**config.mk**
```make
export PLATFORM = sky130hd
export DESIGN_NAME = imu_reply_frame_parser
export DESIGN_NICKNAME = d
export VERILOG_FILES = /design/src/sv/irfp_pkg.sv /design/src/sv/imu_reply_frame_parser.sv /design/src/sv/irfp_engine.sv /design/src/sv/irfp_out_reg.sv
export SDC_FILE = /design/constraint.sdc
export NUM_CORES = 1
export LEC_CHECK = 0
export BUFFER_PORTS_ARGS = -buffer_cell sky130_fd_sc_hd__buf_2
export CORE_UTILIZATION = 25
export CTS_CLUSTER_DIAMETER = 80
export DETAILED_ROUTE_END_ITERATION = 6
export GPL_TIMING_DRIVEN = 0
export PLACE_DENSITY_LB_ADDON = 0.3
export SLEW_MARGIN = 40
export SYNTH_ARGS = -nofsm -noshare
export SYNTH_HDL_FRONTEND = slang
export SYNTH_SLANG_ARGS = --single-unit
```
**constraint.sdc**
```tcl
create_clock -name clock -period 40.4 [get_ports clock]
set_clock_uncertainty 0.1 [all_clocks]
set_input_delay 8.08 -clock clock [delete_from_list [all_inputs] [get_ports clock]]
set_output_delay 8.08 -clock clock [all_outputs]
set_load 0.01 [all_outputs]
```
**src/sv/irfp_pkg.sv**
```systemverilog
// Shared types and constants for the inertial sensor reply frame parser.
// No dependencies; imported by every module of the block.
package irfp_pkg;

   localparam int unsigned NUM_WORDS = 6;
   localparam int unsigned WORD_SEL_W = 3;

   localparam logic [6:0] EULER_FRAME_BYTES = 7'd31;
   localparam logic [6:0] MIN_FRAME_BYTES = 7'd3;
   localparam logic [6:0] LEN_RESET = 7'd19;
   localparam logic [6:0] WORD_FIRST = 7'd1;
   localparam logic [6:0] WORD_LAST = 7'd24;

   localparam logic [7:0] CODE_EULER = 8'hCF;
   localparam logic [7:0] CODE_BIAS = 8'hCD;
   localparam logic [7:0] CODE_SETTINGS = 8'hDB;

   localparam logic [1:0] KIND_HUNT = 2'd0;
   localparam logic [1:0] KIND_EULER = 2'd1;
   localparam logic [1:0] KIND_BIAS = 2'd2;
   localparam logic [1:0] KIND_SETTINGS = 2'd3;

   localparam logic [2:0] ST_ATTITUDE = 3'd0;
   localparam logic [2:0] ST_BIAS_ACK = 3'd1;
   localparam logic [2:0] ST_SETTINGS_ACK = 3'd2;
   localparam logic [2:0] ST_CSUM_ERR = 3'd3;
   localparam logic [2:0] ST_NAN_REJECT = 3'd4;

   localparam logic [7:0] CSR_BIAS_LEN = 8'd0;
   localparam logic [7:0] CSR_SETTINGS_LEN = 8'd1;

   localparam logic [30:0] FLOAT_INF_MAG = 31'h7F800000;

   typedef struct packed {
      logic [2:0] status;
      logic [NUM_WORDS-1:0][31:0] words;
   } result_type;

endpackage

```
**src/sv/imu_reply_frame_parser.sv**
```systemverilog
// Reply frame parser top level: input byte register, frame engine, result register.
// A frame's last byte is held in the input byte register, then its result is loaded into
// the result register. Throughput: one byte per cycle, set by the single-pass update of
// count, sum and word shift in irfp_engine, but stalled while a finished result waits.
// Reset: synchronous; hunting state, empty stages, both length registers 19.
module imu_reply_frame_parser (
   input  logic clock,
   input  logic reset,
   input  logic req_valid,
   output logic req_stall,
   input  logic [7:0] req_rx_byte,
   output logic rsp_valid,
   input  logic rsp_stall,
   output logic [2:0] rsp_frame_status,
   output logic [31:0] rsp_roll_bits,
   output logic [31:0] rsp_pitch_bits,
   output logic [31:0] rsp_yaw_bits,
   output logic [31:0] rsp_rate_x_bits,
   output logic [31:0] rsp_rate_y_bits,
   output logic [31:0] rsp_rate_z_bits,
   input  logic csr_valid,
   output logic csr_ready,
   input  logic [7:0] csr_index,
   input  logic [6:0] csr_wdata
);
   import irfp_pkg::*;

   logic s1_vld_ff;
   logic [7:0] s1_byte_ff;
   logic [6:0] bias_len_ff;
   logic [6:0] settings_len_ff;
   logic s1_adv;
   logic req_xfer;
   logic frame_end;
   logic out_free;
   logic res_load;
   result_type eng_result;
   result_type out_result;

   assign csr_ready = 1'b1;
   assign s1_adv = s1_vld_ff && (!frame_end || out_free);
   assign req_stall = s1_vld_ff && !s1_adv;
   assign req_xfer = req_valid && !req_stall;
   assign res_load = s1_adv && frame_end;

   always_ff @(posedge clock) begin
      if (reset) begin
         s1_vld_ff <= 1'b0;
      end else if (req_xfer) begin
         s1_vld_ff <= 1'b1;
      end else if (s1_adv) begin
         s1_vld_ff <= 1'b0;
      end
   end

   always_ff @(posedge clock) begin
      if (req_xfer) begin
         s1_byte_ff <= req_rx_byte;
      end
   end

   always_ff @(posedge clock) begin
      if (reset) begin
         bias_len_ff <= LEN_RESET;
         settings_len_ff <= LEN_RESET;
      end else if (csr_valid && csr_ready) begin
         unique case (csr_index)
            CSR_BIAS_LEN: bias_len_ff <= csr_wdata;
            CSR_SETTINGS_LEN: settings_len_ff <= csr_wdata;
            default: ;
         endcase
      end
   end

   irfp_engine u_engine (
      .clock(clock),
      .reset(reset),
      .advance(s1_adv),
      .rx_byte(s1_byte_ff),
      .bias_len(bias_len_ff),
      .settings_len(settings_len_ff),
      .frame_end(frame_end),
      .result(eng_result)
   );

   irfp_out_reg u_out_reg (
      .clock(clock),
      .reset(reset),
      .load(res_load),
      .result(eng_result),
      .rsp_stall(rsp_stall),
      .rsp_valid(rsp_valid),
      .free(out_free),
      .rsp_result(out_result)
   );

   assign rsp_frame_status = out_result.status;
   assign rsp_roll_bits = out_result.words[0];
   assign rsp_pitch_bits = out_result.words[1];
   assign rsp_yaw_bits = out_result.words[2];
   assign rsp_rate_x_bits = out_result.words[3];
   assign rsp_rate_y_bits = out_result.words[4];
   assign rsp_rate_z_bits = out_result.words[5];

`ifndef SYNTHESIS
   a_no_overwrite: assert property (@(posedge clock) disable iff (reset)
      !(res_load && rsp_valid && rsp_stall))
      else $error("result loaded into a stalled output register");

   a_s1_hold: assert property (@(posedge clock) disable iff (reset)
      s1_vld_ff && !s1_adv |=> s1_vld_ff && $stable(s1_byte_ff))
      else $error("held input byte lost or changed");

   a_words_zero: assert property (@(posedge clock) disable iff (reset)
      rsp_valid && (rsp_frame_status != ST_ATTITUDE) |->
      (rsp_roll_bits == '0) && (rsp_pitch_bits == '0) && (rsp_yaw_bits == '0) &&
      (rsp_rate_x_bits == '0) && (rsp_rate_y_bits == '0) && (rsp_rate_z_bits == '0))
      else $error("data words nonzero on a non-attitude status");
`endif

endmodule

```
**src/sv/irfp_engine.sv**
```systemverilog
// Frame state, running checksum and float word assembly for one byte per cycle while advance is high.
// Depends on irfp_pkg.
module irfp_engine (
   input  logic clock,
   input  logic reset,
   input  logic advance,
   input  logic [7:0] rx_byte,
   input  logic [6:0] bias_len,
   input  logic [6:0] settings_len,
   output logic frame_end,
   output irfp_pkg::result_type result
);
   import irfp_pkg::*;

   logic [1:0] kind_ff, kind_in;
   logic [6:0] idx_ff, idx_in;
   logic [15:0] sum_ff, sum_in;
   logic [7:0] chk_hi_ff, chk_hi_in;
   logic [31:0] words_ff [NUM_WORDS];

   logic [6:0] len_raw;
   logic [6:0] len;
   logic [7:0] idx_p1;
   logic [7:0] idx_p2;
   logic [6:0] idx_m1;
   logic [WORD_SEL_W-1:0] word_sel;
   logic word_we;
   logic nan_any;
   logic csum_bad;

   assign idx_p1 = {1'b0, idx_ff} + 8'd1;
   assign idx_p2 = {1'b0, idx_ff} + 8'd2;
   assign idx_m1 = idx_ff - WORD_FIRST;
   assign word_sel = idx_m1[4:2];

   always_comb begin
      unique case (kind_ff)
         KIND_EULER: len_raw = EULER_FRAME_BYTES;
         KIND_BIAS: len_raw = bias_len;
         default: len_raw = settings_len;
      endcase
      len = (len_raw < MIN_FRAME_BYTES) ? MIN_FRAME_BYTES : len_raw;
   end

   always_comb begin
      kind_in = kind_ff;
      idx_in = idx_ff;
      sum_in = sum_ff;
      chk_hi_in = chk_hi_ff;
      word_we = 1'b0;
      frame_end = 1'b0;
      if (kind_ff == KIND_HUNT) begin
         unique case (rx_byte)
            CODE_EULER: kind_in = KIND_EULER;
            CODE_BIAS: kind_in = KIND_BIAS;
            CODE_SETTINGS: kind_in = KIND_SETTINGS;
            default: kind_in = KIND_HUNT;
         endcase
         if (kind_in != KIND_HUNT) begin
            idx_in = 7'd1;
            sum_in = {8'd0, rx_byte};
         end
      end else if (idx_p1 < {1'b0, len}) begin
         if (idx_p2 == {1'b0, len}) begin
            chk_hi_in = rx_byte;
         end else begin
            sum_in = sum_ff + {8'd0, rx_byte};
            word_we = (kind_ff == KIND_EULER) && (idx_ff >= WORD_FIRST) &&
                      (idx_ff <= WORD_LAST);
         end
         idx_in = idx_p1[6:0];
      end else begin
         frame_end = 1'b1;
         kind_in = KIND_HUNT;
         idx_in = 7'd0;
         sum_in = 16'd0;
      end
   end

   always_comb begin
      nan_any = 1'b0;
      for (int i = 0; i < NUM_WORDS; i++) begin
         if (words_ff[i][30:0] > FLOAT_INF_MAG) begin
            nan_any = 1'b1;
         end
      end
      csum_bad = {chk_hi_ff, rx_byte} != sum_ff;
      result.words = '0;
      if (csum_bad) begin
         result.status = ST_CSUM_ERR;
      end else begin
         unique case (kind_ff)
            KIND_EULER: begin
               if (nan_any) begin
                  result.status = ST_NAN_REJECT;
               end else begin
                  result.status = ST_ATTITUDE;
                  for (int i = 0; i < NUM_WORDS; i++) begin
                     result.words[i] = words_ff[i];
                  end
               end
            end
            KIND_BIAS: result.status = ST_BIAS_ACK;
            default: result.status = ST_SETTINGS_ACK;
         endcase
      end
   end

   always_ff @(posedge clock) begin
      if (reset) begin
         kind_ff <= KIND_HUNT;
         idx_ff <= 7'd0;
         sum_ff <= 16'd0;
         chk_hi_ff <= 8'd0;
      end else if (advance) begin
         kind_ff <= kind_in;
         idx_ff <= idx_in;
         sum_ff <= sum_in;
         chk_hi_ff <= chk_hi_in;
      end
   end

   always_ff @(posedge clock) begin
      for (int i = 0; i < NUM_WORDS; i++) begin
         if (advance && word_we && (word_sel == WORD_SEL_W'(i))) begin
            words_ff[i] <= {words_ff[i][23:0], rx_byte};
         end
      end
   end

endmodule

```
**src/sv/irfp_out_reg.sv**
```systemverilog
// Result register between the frame engine and the response channel.
// Depends on irfp_pkg.
module irfp_out_reg (
   input  logic clock,
   input  logic reset,
   input  logic load,
   input  irfp_pkg::result_type result,
   input  logic rsp_stall,
   output logic rsp_valid,
   output logic free,
   output irfp_pkg::result_type rsp_result
);
   import irfp_pkg::*;

   logic vld_ff;
   result_type res_ff;

   assign free = !vld_ff || !rsp_stall;
   assign rsp_valid = vld_ff;
   assign rsp_result = res_ff;

   always_ff @(posedge clock) begin
      if (reset) begin
         vld_ff <= 1'b0;
      end else if (free) begin
         vld_ff <= load;
      end
   end

   always_ff @(posedge clock) begin
      if (free && load) begin
         res_ff <= result;
      end
   end

endmodule
```
==> results.py <==
metrics = {
    "outcome": {
        "outcome": "completed",
    },
    "timing": {
        "whs_ns": 0.365,
        "slew_headroom_pct": 44.1,
        "layout_worst_path_cycle_share_pct": 42.1,
        "rsz0062_at_grt": "false",
        "tightestPinTransition_ns": 0.834,
        "timing.fmax_mhz": 58.8,
        "setup_viol": 0,
        "tns_ns": 0,
        "hold_violations": 0,
        "finalMaxSlewViolations": 0,
        "min_period_ns": 17.01,
    },
    "drt": {
        "routed_wl_mm": 41.4,
        "drtIter0Drc": 784,
        "wl_per_cell_um": 17.5,
        "drcViolationCount": 0,
        "ant_nets": 0,
        "vias_per_cell": 4.27,
        "first_pass_iters": 5,
        "vias": 10100,
    },
    "placed_design": {
        "dp_cells": 2278,
        "port_buffers": 223,
        "dpl.hpwl_mm": 31.3,
        "placed_area_sq_um": 19900,
        "routabilityCongestion": 0.795,
    },
    "synth": {
        "synth_area_sq_um": 17100,
        "muxShareOfSynthArea_pct": 1.17,
        "syn_nets": 1182,
        "synthAdderAreaFrac_pct": 2.02,
        "ys_types": 57,
        "synth-async-reset-ratio_pct": 0,
        "synth_compound_area_share_pct": 4.19,
        "synth-warning-count": 0,
        "synth-seq-cells": 444,
        "synth_simple_gate_area_share_pct": 14.8,
        "synth_seq_area_share_pct": 75.1,
        "synth_top_family_by_area": "simple AND/OR/NAND/NOR gates",
        "synth-main-ff-cell": "edfxtp_1",
        "synthCells": 1127,
        "syn_avg_cell_area_sq_um": 15.2,
        "synth_xor_area_share_pct": 1.33,
        "synth-edff-count": 395,
    },
    "clock_tree": {
        "post-cts-setup-buffer-count": 0,
        "cts_sinks": 444,
        "clockBufferDepth": 3,
        "cts_resized": 0,
        "cts_tree": "yes",
        "numCtsBuffers": 48,
        "clk_pin_slew_ns": 0.06,
        "cts-root-buf": "clkbuf_16",
        "htreeDepth": 2,
        "cts_hold_buf": 0,
        "clk_latency_ns": 0.57,
    },
    "die": {
        "core_sq_um": 67400,
        "start_util_pct": 25.4,
        "pin_count": 226,
        "rows": 95,
        "die_area_sq_um": 69500,
        "die_height_um": 264,
        "die_w_um": 264,
    },
    "layout": {
        "final_nets": 1510,
        "layout_commonest_cell": "edfxtp_1",
        "instances_no_fill": 2367,
        "multi_input_area_sq_um": 4100,
        "post-route-util_pct": 31.8,
        "area_growth_pct": 25.4,
        "layout-drive-gt1-share_pct": 25.5,
        "final_cell_mix": "edfxtp_1, buf_2, and2_1",
        "fin_area_sq_um": 21500,
        "regArea_sq_um": 12800,
        "fillers": 6617,
    },
    "global_routing": {
        "grt_max_degree": 21,
        "grt_pass1_vias": 10200,
        "grt_pass1_wl_mm": 62.2,
        "gr-usage-all-layers_pct": 11.8,
        "antenna_found_initial": 1,
        "gr-total-overflow": 0,
    },
    "critical_path": {
        "crit_path_end_kind": "output port",
        "path_max_fanout": 8,
        "cpPeakStageDelay_ns": 0.25,
        "worstPathCellList": "buf_2 > nand2_1 > nor2_1 > buf_2",
        "start_kind": "primary input",
        "crit_type": "in -> out",
        "critical_path_buf_inv_count": 2,
        "crit_slowest_cell": "nor2_1",
        "worstPathArrival_ns": 8.83,
        "crit_family": "simple AND/OR/NAND/NOR gates",
        "cpMostUsedCell": "buf_2",
        "critPathRequiredTime_ns": 32.22,
    },
    "power": {
        "irDropWorstVdd_mv": 0.0242,
        "p_per_area_nw_per_um2": 43.2,
        "p_leak_nw": 6.78,
    },
    "hold_path": {
        "hold_class": "reg -> reg",
    },
    "job": {
        "maxCapViolations": 0,
    },
}
layer usage:
layer,vias to the layer above,routed length [um],track usage (%)
li1,4869,-,-
met1,4948,18100,14.8
met2,221,20500,20.4
met3,63,1840,2.20
met4,0,1000,3.76
met5,-,0,0
area by class of cell:
type	instances	share of cell area (%)
antenna	1	0.0117
buffer	42	0.834
clock buffer	58	5.84
clock inverter	30	1.27
inverter	16	0.280
multi-input combinational	625	19.1
sequential	444	59.9
tap	873	5.09
timing repair buffer	278	7.74
metrics by stage:
step | worst slack [ns] | total power [mW]
2_1_floorplan | 22.03 | 0.508
3_3_place_gp | 17.33 | 0.513
3_5_place_dp | 23.41 | 0.515
4_1_cts | 23.40 | 0.941
5_1_grt | 23.27 | 0.957
6_report | 23.39 | 0.927
cell families (layout without fill, tap and decap cells):
kind of cell,count (synthesis),in the layout
simple gates,441,441
flops,444,444
compound gates,110,110
other cells,1,2
mux,20,20
buf+inv,58,424
fa+ha+maj,27,27
xor+xnor,26,26
sequential cells by signal (all words and copies together) (netlist names):
signal,cells
bias_len_ff,7
s1_byte_ff,8
s1_vld_ff,1
settings_len_ff,7
u_engine.chk_hi_ff,8
u_engine.idx_ff,7
u_engine.kind_ff,2
u_engine.sum_ff,16
u_engine.words_ff,192
u_out_reg.rsp_result,195
u_out_reg.rsp_valid,1
worst paths after layout:
check / endpoint / from / cells after the start / slack (ns)
max: req_stall / rsp_stall / 4 / 23.39
min reg2reg: u_engine.words_ff[1][9] / u_engine.words_ff[1][1] / 0 / 0.37
min: u_engine.words_ff[1][9] / u_engine.words_ff[1][1] / 0 / 0.37
max reg2reg: u_engine.words_ff[2][10] / u_engine.kind_ff[1] / 18 / 34.60
cells in the mapped netlist (5+ instances only):
master	instances	area share, %
a211o_1	6	0.31
a211oi_1	8	0.35
a21o_1	5	0.22
a21oi_1	38	1.1
and2_1	197	7.2
and3_1	7	0.26
clkbuf_1	34	0.75
dfxtp_1	49	5.7
edfxtp_1	395	69
ha_1	26	1.9
inv_1	16	0.35
mux2i_1	20	1.2
nand2_1	38	0.83
nand2b_1	9	0.33
nand3_1	18	0.53
nand4_1	26	0.95
nor2_1	49	1.1
nor2b_1	7	0.26
nor3_1	25	0.73
nor4_1	38	1.4
o21ai_0	18	0.53
or3_1	6	0.22
xnor2_1	19	0.97
xor2_1	7	0.36
power breakdown:
group,switching [mW],internal [mW],total [mW]
Combinational,0.00543,0.00376,0.00920
Sequential,0.00195,0.494,0.496
Clock,0.175,0.247,0.422
worst reg2reg max path, cell delays in order, from the launching register on:
cell and delay, ns:
dfxtp_1 0.37, inv_1 0.08, ha_1 0.37, buf_4 0.22
o22ai_1 0.36, and4_4 0.32, nor2_1 0.06, ha_1 0.26
nor2b_1 0.12, o31ai_1 0.23, a21oi_1 0.18, nor3_2 0.71
nand2_1 0.29, a21oi_1 0.19, nand3_1 0.35, nor4_2 0.65
buf_2 0.28, buf_2 0.20, buf_2 0.19
Note: power is estimated with default switching activity, not from simulation.
